## src/cpp_pkg.sv

```systemverilog
// shared types and constants for the closest point pair finder
// no dependencies; imported by every module of the block but cpp_ram
`default_nettype none

package cpp_pkg;

   localparam int MAX_POINTS = 64;
   localparam int COORD_BITS = 8;
   localparam int IDX_BITS   = $clog2(MAX_POINTS);
   localparam int CNT_BITS   = $clog2(MAX_POINTS + 1);
   localparam int SQR_BITS   = 2 * COORD_BITS;
   localparam int SQ_BITS    = SQR_BITS + 1;
   localparam int FRAC_BITS  = 8;
   localparam int FIX_BITS   = 17;
   localparam int ROOT_STEPS = FIX_BITS;
   localparam int RAD_BITS   = 2 * ROOT_STEPS;
   localparam int REM_BITS   = FIX_BITS + 3;

   typedef struct packed {
      logic [COORD_BITS-1:0] x;
      logic [COORD_BITS-1:0] y;
   } point_type;

   typedef struct packed {
      logic [COORD_BITS-1:0] point_x;
      logic [COORD_BITS-1:0] point_y;
      logic                  last_point;
   } req_type;

   typedef struct packed {
      logic [COORD_BITS-1:0] first_x;
      logic [COORD_BITS-1:0] first_y;
      logic [COORD_BITS-1:0] second_x;
      logic [COORD_BITS-1:0] second_y;
      logic [IDX_BITS-1:0]   first_index;
      logic [IDX_BITS-1:0]   second_index;
      logic [SQ_BITS-1:0]    squared_distance;
      logic [FIX_BITS-1:0]   distance_fixed;
      logic                  found;
      logic                  overflow;
   } rsp_type;

endpackage

`default_nettype wire

```

## src/cpp_ram.sv

```systemverilog
// generic single-write, single-read ram with registered read data
// no dependencies
`default_nettype none

module cpp_ram #(
   parameter int WIDTH = 16,
   parameter int DEPTH = 64
) (
   input  wire logic                     clock,
   input  wire logic                     wr_en,
   input  wire logic [$clog2(DEPTH)-1:0] wr_addr,
   input  wire logic [WIDTH-1:0]         wr_data,
   input  wire logic [$clog2(DEPTH)-1:0] rd_addr,
   output logic      [WIDTH-1:0]         rd_data
);

   logic [WIDTH-1:0] mem [DEPTH];

   always_ff @(posedge clock) begin
      if (wr_en) begin
         mem[wr_addr] <= wr_data;
      end
      rd_data <= mem[rd_addr];
   end

endmodule

`default_nettype wire

```

## src/cpp_sqdist.sv

```systemverilog
// squared distance unit: one shared squarer used for dx then dy
// depends on cpp_pkg
`default_nettype none

module cpp_sqdist (
   input  wire logic              clock,
   input  wire logic              reset,
   input  wire logic              start,
   input  wire cpp_pkg::point_type pa,
   input  wire cpp_pkg::point_type pb,
   output logic                   done,
   output logic [cpp_pkg::SQ_BITS-1:0] sq
);
   import cpp_pkg::*;

   typedef enum logic [1:0] {
      SD_IDLE,
      SD_SQ_X,
      SD_SQ_Y
   } sd_state_type;

   sd_state_type          state_ff, state_in;
   logic [COORD_BITS-1:0] dx_ff, dx_in;
   logic [COORD_BITS-1:0] dy_ff, dy_in;
   logic [SQ_BITS-1:0]    acc_ff, acc_in;
   logic                  done_ff, done_in;
   logic [COORD_BITS-1:0] sq_op;
   logic [SQR_BITS-1:0]   prod;

   // single multiplier, operand picked by state
   assign sq_op = (state_ff == SD_SQ_X) ? dx_ff : dy_ff;
   assign prod  = sq_op * sq_op;

   always_comb begin
      state_in = state_ff;
      dx_in    = dx_ff;
      dy_in    = dy_ff;
      acc_in   = acc_ff;
      done_in  = 1'b0;
      unique case (state_ff)
         SD_IDLE: begin
            if (start) begin
               dx_in    = (pa.x > pb.x) ? pa.x - pb.x : pb.x - pa.x;
               dy_in    = (pa.y > pb.y) ? pa.y - pb.y : pb.y - pa.y;
               state_in = SD_SQ_X;
            end
         end
         SD_SQ_X: begin
            acc_in   = SQ_BITS'(prod);
            state_in = SD_SQ_Y;
         end
         SD_SQ_Y: begin
            acc_in   = acc_ff + SQ_BITS'(prod);
            done_in  = 1'b1;
            state_in = SD_IDLE;
         end
         default: state_in = SD_IDLE;
      endcase
   end

   always_ff @(posedge clock) begin
      if (reset) begin
         state_ff <= SD_IDLE;
         done_ff  <= 1'b0;
      end else begin
         state_ff <= state_in;
         done_ff  <= done_in;
      end
      dx_ff  <= dx_in;
      dy_ff  <= dy_in;
      acc_ff <= acc_in;
   end

   assign done = done_ff;
   assign sq   = acc_ff;

endmodule

`default_nettype wire

```

## src/cpp_isqrt.sv

```systemverilog
// bit-serial integer square root of value * 2^(2*FRAC_BITS), one root bit a cycle
// depends on cpp_pkg
`default_nettype none

module cpp_isqrt (
   input  wire logic                    clock,
   input  wire logic                    reset,
   input  wire logic                    start,
   input  wire logic [cpp_pkg::SQ_BITS-1:0] value,
   output logic                         done,
   output logic [cpp_pkg::FIX_BITS-1:0] root
);
   import cpp_pkg::*;

   typedef enum logic [0:0] {
      RT_IDLE,
      RT_RUN
   } rt_state_type;

   localparam int STEP_BITS = $clog2(ROOT_STEPS);

   rt_state_type         state_ff, state_in;
   logic [RAD_BITS-1:0]  rad_ff, rad_in;
   logic [REM_BITS-1:0]  rem_ff, rem_in;
   logic [FIX_BITS-1:0]  root_ff, root_in;
   logic [STEP_BITS-1:0] step_ff, step_in;
   logic                 done_ff, done_in;
   logic [REM_BITS-1:0]  rem_shift;
   logic [REM_BITS-1:0]  trial;

   // bring down the next two radicand bits and try a one in the root
   assign rem_shift = {rem_ff[REM_BITS-3:0], rad_ff[RAD_BITS-1 -: 2]};
   assign trial     = REM_BITS'({root_ff, 2'b01});

   always_comb begin
      state_in = state_ff;
      rad_in   = rad_ff;
      rem_in   = rem_ff;
      root_in  = root_ff;
      step_in  = step_ff;
      done_in  = 1'b0;
      unique case (state_ff)
         RT_IDLE: begin
            if (start) begin
               rad_in   = RAD_BITS'({value, {(2 * FRAC_BITS){1'b0}}});
               rem_in   = '0;
               root_in  = '0;
               step_in  = '0;
               state_in = RT_RUN;
            end
         end
         RT_RUN: begin
            rad_in = {rad_ff[RAD_BITS-3:0], 2'b00};
            if (rem_shift >= trial) begin
               rem_in  = rem_shift - trial;
               root_in = {root_ff[FIX_BITS-2:0], 1'b1};
            end else begin
               rem_in  = rem_shift;
               root_in = {root_ff[FIX_BITS-2:0], 1'b0};
            end
            step_in = step_ff + STEP_BITS'(1);
            if (step_ff == STEP_BITS'(ROOT_STEPS - 1)) begin
               done_in  = 1'b1;
               state_in = RT_IDLE;
            end
         end
         default: state_in = RT_IDLE;
      endcase
   end

   always_ff @(posedge clock) begin
      if (reset) begin
         state_ff <= RT_IDLE;
         done_ff  <= 1'b0;
      end else begin
         state_ff <= state_in;
         done_ff  <= done_in;
      end
      rad_ff  <= rad_in;
      rem_ff  <= rem_in;
      root_ff <= root_in;
      step_ff <= step_in;
   end

   assign done = done_ff;
   assign root = root_ff;

endmodule

`default_nettype wire

```

## src/closest_point_pair_finder.sv

```systemverilog
// closest pair of 2-d points by exhaustive pair search, with point store,
// shared squared-distance unit and serial square root; depends on cpp_pkg,
// cpp_ram, cpp_sqdist and cpp_isqrt
//
//   channel   dir   beat                               handshake
//   req_      in    one point, last_point ends a set   req_valid / req_ready
//   rsp_      out   closest pair of the set            rsp_valid / rsp_ready
//
// req_ready is high only while loading points; a beat needs req_valid as well
// after the last point the search reads each row in S_ROW and S_ROW_LATCH and
// runs each pair through S_DIST and S_WAIT, waiting on the shared squarer
// a root runs only if a pair was found; the result then enters the rsp register
// loading of the next set starts while a result still waits on rsp_ready
// reset clears the point count, drop flag and rsp_valid; no clearing pass
`default_nettype none

module closest_point_pair_finder (
   input  wire logic             clock,
   input  wire logic             reset,
   input  wire logic             req_valid,
   output logic                  req_ready,
   input  wire cpp_pkg::req_type req_data,
   output logic                  rsp_valid,
   input  wire logic             rsp_ready,
   output cpp_pkg::rsp_type      rsp_data
);
   import cpp_pkg::*;

   typedef enum logic [2:0] {
      S_LOAD,
      S_ROW,
      S_ROW_LATCH,
      S_DIST,
      S_WAIT,
      S_ROOT,
      S_ROOT_WAIT,
      S_FINISH
   } state_type;

   state_type           state_ff, state_in;
   logic [CNT_BITS-1:0] count_ff, count_in;
   logic                dropped_ff, dropped_in;
   logic [IDX_BITS-1:0] i_ff, i_in;
   logic [IDX_BITS-1:0] j_ff, j_in;
   point_type           pi_ff, pi_in;
   point_type           pj_ff, pj_in;
   logic                have_ff, have_in;
   logic [SQ_BITS-1:0]  best_ff, best_in;
   logic [IDX_BITS-1:0] bi_ff, bi_in;
   logic [IDX_BITS-1:0] bj_ff, bj_in;
   point_type           bpi_ff, bpi_in;
   point_type           bpj_ff, bpj_in;
   logic                rsp_valid_ff, rsp_valid_in;
   rsp_type             rsp_data_ff, rsp_data_in;

   logic                req_beat;
   logic                wr_en;
   point_type           wr_point;
   logic [IDX_BITS-1:0] rd_addr;
   point_type           rd_point;
   logic [CNT_BITS-1:0] i_next;
   logic [CNT_BITS-1:0] j_next;
   logic                dist_start;
   logic                dist_done;
   logic [SQ_BITS-1:0]  dist_sq;
   logic                root_start;
   logic                root_done;
   logic [FIX_BITS-1:0] root_val;

   assign req_ready = (state_ff == S_LOAD);
   assign req_beat  = req_valid && req_ready;
   assign wr_en     = req_beat && (count_ff < CNT_BITS'(MAX_POINTS));
   assign wr_point  = '{x: req_data.point_x, y: req_data.point_y};
   assign i_next    = CNT_BITS'(i_ff) + CNT_BITS'(1);
   assign j_next    = CNT_BITS'(j_ff) + CNT_BITS'(1);

   cpp_ram #(
      .WIDTH($bits(point_type)),
      .DEPTH(MAX_POINTS)
   ) u_store (
      .clock  (clock),
      .wr_en  (wr_en),
      .wr_addr(count_ff[IDX_BITS-1:0]),
      .wr_data(wr_point),
      .rd_addr(rd_addr),
      .rd_data(rd_point)
   );

   cpp_sqdist u_sqdist (
      .clock(clock),
      .reset(reset),
      .start(dist_start),
      .pa   (pi_ff),
      .pb   (rd_point),
      .done (dist_done),
      .sq   (dist_sq)
   );

   cpp_isqrt u_isqrt (
      .clock(clock),
      .reset(reset),
      .start(root_start),
      .value(best_ff),
      .done (root_done),
      .root (root_val)
   );

   always_comb begin
      state_in     = state_ff;
      count_in     = count_ff;
      dropped_in   = dropped_ff;
      i_in         = i_ff;
      j_in         = j_ff;
      pi_in        = pi_ff;
      pj_in        = pj_ff;
      have_in      = have_ff;
      best_in      = best_ff;
      bi_in        = bi_ff;
      bj_in        = bj_ff;
      bpi_in       = bpi_ff;
      bpj_in       = bpj_ff;
      rsp_valid_in = rsp_valid_ff && !rsp_ready;
      rsp_data_in  = rsp_data_ff;
      rd_addr      = j_ff;
      dist_start   = 1'b0;
      root_start   = 1'b0;
      unique case (state_ff)
         S_LOAD: begin
            if (req_beat) begin
               if (wr_en) begin
                  count_in = count_ff + CNT_BITS'(1);
               end else begin
                  dropped_in = 1'b1;
               end
               if (req_data.last_point) begin
                  i_in     = '0;
                  have_in  = 1'b0;
                  state_in = S_ROW;
               end
            end
         end
         S_ROW: begin
            if (i_next < count_ff) begin
               rd_addr  = i_ff;
               j_in     = i_next[IDX_BITS-1:0];
               state_in = S_ROW_LATCH;
            end else begin
               state_in = S_ROOT;
            end
         end
         S_ROW_LATCH: begin
            pi_in    = rd_point;
            rd_addr  = j_ff;
            state_in = S_DIST;
         end
         S_DIST: begin
            pj_in      = rd_point;
            dist_start = 1'b1;
            state_in   = S_WAIT;
         end
         S_WAIT: begin
            if (dist_done) begin
               // coincident points are skipped, ties keep the earlier pair
               if (dist_sq != '0 && (!have_ff || dist_sq < best_ff)) begin
                  have_in = 1'b1;
                  best_in = dist_sq;
                  bi_in   = i_ff;
                  bj_in   = j_ff;
                  bpi_in  = pi_ff;
                  bpj_in  = pj_ff;
               end
               if (j_next < count_ff) begin
                  j_in     = j_next[IDX_BITS-1:0];
                  rd_addr  = j_next[IDX_BITS-1:0];
                  state_in = S_DIST;
               end else begin
                  i_in     = i_next[IDX_BITS-1:0];
                  state_in = S_ROW;
               end
            end
         end
         S_ROOT: begin
            if (have_ff) begin
               root_start = 1'b1;
               state_in   = S_ROOT_WAIT;
            end else begin
               state_in = S_FINISH;
            end
         end
         S_ROOT_WAIT: begin
            if (root_done) begin
               state_in = S_FINISH;
            end
         end
         S_FINISH: begin
            if (!rsp_valid_ff || rsp_ready) begin
               rsp_valid_in                  = 1'b1;
               rsp_data_in                   = '0;
               rsp_data_in.overflow          = dropped_ff;
               if (have_ff) begin
                  rsp_data_in.first_x          = bpi_ff.x;
                  rsp_data_in.first_y          = bpi_ff.y;
                  rsp_data_in.second_x         = bpj_ff.x;
                  rsp_data_in.second_y         = bpj_ff.y;
                  rsp_data_in.first_index      = bi_ff;
                  rsp_data_in.second_index     = bj_ff;
                  rsp_data_in.squared_distance = best_ff;
                  rsp_data_in.distance_fixed   = root_val;
                  rsp_data_in.found            = 1'b1;
               end
               count_in   = '0;
               dropped_in = 1'b0;
               state_in   = S_LOAD;
            end
         end
         default: state_in = S_LOAD;
      endcase
   end

   always_ff @(posedge clock) begin
      if (reset) begin
         state_ff     <= S_LOAD;
         count_ff     <= '0;
         dropped_ff   <= 1'b0;
         have_ff      <= 1'b0;
         rsp_valid_ff <= 1'b0;
      end else begin
         state_ff     <= state_in;
         count_ff     <= count_in;
         dropped_ff   <= dropped_in;
         have_ff      <= have_in;
         rsp_valid_ff <= rsp_valid_in;
      end
      i_ff        <= i_in;
      j_ff        <= j_in;
      pi_ff       <= pi_in;
      pj_ff       <= pj_in;
      best_ff     <= best_in;
      bi_ff       <= bi_in;
      bj_ff       <= bj_in;
      bpi_ff      <= bpi_in;
      bpj_ff      <= bpj_in;
      rsp_data_ff <= rsp_data_in;
   end

   assign rsp_valid = rsp_valid_ff;
   assign rsp_data  = rsp_data_ff;

`ifndef SYNTHESIS
   a_count_bound: assert property (@(posedge clock) disable iff (reset)
      count_ff <= CNT_BITS'(MAX_POINTS))
      else $error("point count beyond store depth");

   a_rsp_from_finish: assert property (@(posedge clock) disable iff (reset)
      $rose(rsp_valid_ff) |-> $past(state_ff == S_FINISH))
      else $error("result raised outside finish");

   a_found_order: assert property (@(posedge clock) disable iff (reset)
      rsp_valid_ff && rsp_data_ff.found |->
         rsp_data_ff.first_index < rsp_data_ff.second_index &&
         rsp_data_ff.squared_distance != '0)
      else $error("found pair has bad order or zero distance");

   a_not_found_zero: assert property (@(posedge clock) disable iff (reset)
      rsp_valid_ff && !rsp_data_ff.found |->
         rsp_data_ff.squared_distance == '0 && rsp_data_ff.distance_fixed == '0)
      else $error("empty result carries a distance");

   a_dist_done_in_wait: assert property (@(posedge clock) disable iff (reset)
      dist_done |-> state_ff == S_WAIT)
      else $error("distance result arrived outside wait");
`endif

endmodule

`default_nettype wire

```

## config.mk

```make
export PLATFORM = sky130hd
export DESIGN_NAME = closest_point_pair_finder
export DESIGN_NICKNAME = d
export VERILOG_FILES = /design/src/cpp_pkg.sv /design/src/cpp_ram.sv /design/src/cpp_sqdist.sv /design/src/cpp_isqrt.sv /design/src/closest_point_pair_finder.sv
export SDC_FILE = /design/constraint.sdc
export NUM_CORES = 2
export LEC_CHECK = 0
export BUFFER_PORTS_ARGS = -buffer_cell sky130_fd_sc_hd__buf_2
export CORE_ASPECT_RATIO = 1.75
export CORE_MARGIN = 2
export CORE_UTILIZATION = 25
export CTS_CLUSTER_DIAMETER = 80
export DETAILED_ROUTE_END_ITERATION = 12
export GPL_TIMING_DRIVEN = 0
export PLACE_DENSITY = 0.4
export SLEW_MARGIN = 10
export SYNTH_ARGS = -nofsm -noshare
export SYNTH_HDL_FRONTEND = slang
export SYNTH_HIERARCHICAL = 1
export SYNTH_SLANG_ARGS = --single-unit
```

## constraint.sdc

```tcl
create_clock -name clock -period 8.6 [get_ports clock]
set_clock_uncertainty 0.05 [all_clocks]
set_input_delay 1.72 -clock clock [delete_from_list [all_inputs] [get_ports clock]]
set_output_delay 1.72 -clock clock [all_outputs]
set_load 0.005 [all_outputs]
```

==> results.cfg <==
[yosys]
synthesis.nets = 3374
synth_seq_cells = 1334
synthArstFlopShare_pct = 0
synth_common_cells = edfxtp_1, mux4_2, nor2_1
syn-cell-area_sq_um = 56300
synth-warning-count = 6
synth_top_cell_by_area = edfxtp_1
synth_edf_count = 1300
ys_seq_area_share_pct = 70.5
synth.most_common_cell = edfxtp_1
synth_area_leaders = edfxtp_1, mux4_2, ha_1
yosysTopAreaCellShare_pct = 69.3
synth_cells = 3194
synth_cell_types = 90
ys.flop_type = edfxtp_1
avgSynthCellArea_sq_um = 17.6

[placement]
portBuffers = 102
gp_congestion = 0.815
numPlacedInstances = 6282
dp_hpwl_um = 125000

[layout]
seqCellArea_sq_um = 39700
num-fill-cells = 22100
final_cell_count_no_fill = 6536
drive_above_1_share_pct = 23.9
design.final.nets = 3709
multiInputGateArea_sq_um = 15400
syn_to_final_growth_pct = 18.4

[worst_setup_path]
cpMaxStageDelayCell = mux2i_1
setup.worst_path.start_class = flop
crit_arrival_ps = 7820
cp_top_family = adder cells
r2r_slack_ps = 1240
critPathRequiredTime_ps = 9060
worstPathBufferInverterCount = 6
cp_max_fo = 10
crit_path_frequent_cell = inv_1
cp-end-kind = flop
max_stage_delay_ps = 600
worstSetupPathType = flop to flop

[route]
drc = 0
viasPerCell = 4.54
drt_iter0_markers = 2013
wire_per_inst_um = 26.4
dr.pass1.iters = 5
num_vias = 29700
routed_wl_um = 172000
ant_nets = 0

[sta]
rsz0062_at_grt = false
maxSlewHeadroom_pct = 4.36
tightest_slew_ps = 1430
slew_viol_final = 0
tns_ps = 0
fmax_mhz = 136
fin_crit_sh_pct = 85.5
setup_violations = 0
period_needed_ps = 7360
final-hold-violation-count = 0

[power]
clockPowerShare_pct = 27.7
p_switching_mw = 8.07
p_int_mw = 14.2
peakVddDrop_v = 0.000207
p_leak_nw = 22.2
p_seq_share_pct = 33.8
comb_power_share_pct = 38.4
swShare_pct = 36.2
power_mw = 22.3
powerDensity_nw_per_um2 = 334

[floorplanning]
die_w_um = 363
core-area_sq_um = 224000
dieArea_sq_um = 229000
start_util_pct = 25.1
placementRows = 230
ioPinCount = 103
die_h_um = 632

[clocking]
cts.sinks = 1334
cts_buffer_depth = 4
clkTransAtPathRegs_ps = 60
clockRootBuffer = clkbuf_16
ctsHoldBuffers = 0
htree_levels = 4
post_cts.repair.setup_buffers = 0
clk-insertion-delay-late_ps = 820
cts_made_buffers = 144
cts_tree = yes
cts_resized = 0

[grt]
grt_pass1_wl_um = 243000
gr-total-overflow = 0
grt_pass1_vias = 31700
grt_start_max_net_pins = 65
antenna_found_initial = 10
track_usage_pct = 14.9

[job]
cap_viol_max_count = 0

[min_path]
hold_path.class = flop to flop

[run_status]
status = finished clean
==> kinds of logic (layout without fill, tap and decap cells) <==
logic type               count (synthesis)  after routing  synth area share (%)
flip-flops                            1334           1334                  70.5
buffers and inverters                  278            717                  2.57
other                                    0              3                     0
XOR/XNOR                                75             75                  1.17
AND/OR/NAND/NOR                        598            598                  5.30
AO/OA/AOI/OAI                          346            346                  4.26
multiplexers                           404            404                  12.3
adder cells (fa/ha/maj)                159            159                  3.90
==> worst register-to-register path, cell delays in order, from the launching register on <==
cell and delay (ps):
dfxtp_1 320, inv_1 100, ha_1 140, buf_2 280, mux2i_1 600, inv_1 300
nand2_1 190, inv_1 80, fa_1 450, fa_1 480, fa_1 500, inv_1 50
fa_1 470, inv_1 40, ha_1 340, a2111oi_0 460, o21ai_1 220, nand2_1 160
xnor2_1 130, ha_1 420, nand4_1 200, a211oi_1 220, a21oi_1 120, nor2b_1 210
a21oi_1 410, mux2i_1 140
==> flip-flops by register name, summed over array words and instances (netlist names), 17 cells and up <==
signal and flops:
u_isqrt/rem_ff 18, rsp_data 80, u_isqrt/root 17, u_isqrt/rad_ff 18, best_ff 17, u_store/mem 1024, u_sqdist/sq 17
==> cell type report <==
| class | count | area share, % |
|---|---|---|
| clock buffers | 171 | 5.70 |
| plain buffers | 141 | 1.40 |
| diodes | 3 | 0.0113 |
| well taps | 2900 | 5.44 |
| inverters | 137 | 0.771 |
| clock inverters | 79 | 1.16 |
| flip-flops and latches | 1334 | 59.6 |
| repair buffers | 189 | 2.91 |
| multi-input cells | 1582 | 23.1 |
==> placed cells by master (no fill, tap or decap), drive strengths merged, types with 23 or more instances in the layout <==
cell,synthesis,routed
inv,136,141
nor2b,47,47
nand3,47,47
nor2,204,204
and2,75,75
nand2,115,115
nand2b,23,23
a22oi,40,40
ha,131,131
xor2,38,38
xnor2,37,37
a21oi,87,87
dfxtp,34,34
fa,28,28
o21ai,54,54
mux4,224,224
clkbuf,49,220
mux2,56,56
clkinv,1,56
buf,92,281
mux2i,124,124
edfxtp,1300,1300
nand4,23,23
==> worst paths after layout <==
check | startpoint | endpoint | cells past startpoint
worst max-delay path | u_sqdist/state_ff[1] | u_sqdist/sq[16] | 25
worst min register to register | pj_ff[4] | bpj_ff[4] | 0
worst min-delay path | pj_ff[4] | bpj_ff[4] | 0
worst max register to register | u_sqdist/state_ff[1] | u_sqdist/sq[16] | 25
==> routing by layer <==
layer / GRT usage [%] / share of wire [%] / wire length (um) / up-vias
met4: 6.53 / 4.6 / 7920 / 2
met1: 15.3 / 35 / 60400 / 15600
li1: - / - / - / 13200
met5: 0 / 0.0058 / 10 / -
met2: 29.7 / 57 / 98500 / 629
met3: 1.81 / 3.2 / 5570 / 254
==> metrics by stage <==
stage          hold WS, ps  setup WS (ps)  util (%)  cell area [sq um]
3_3_place_gp           356           1040      27.0              60500
6_report               363           1240      29.8              66700
4_1_cts                362           1010      29.7              66700
5_1_grt                372            538      29.7              66700
3_5_place_dp           355           1030      27.7              62100
2_1_floorplan          350           2400         -              56300
==> power groups by stage <==
stage | Sequential (mW) | Combinational (mW) | Clock [mW]
floorplan | 7.59 | 5.39 | 0
global placement | 7.69 | 8.67 | 0
detailed placement | 7.69 | 8.76 | 0
CTS | 7.55 | 8.80 | 6.39
global route | 7.56 | 9.14 | 6.58
finish | 7.54 | 8.57 | 6.18
(Power assumes the default switching activity.)
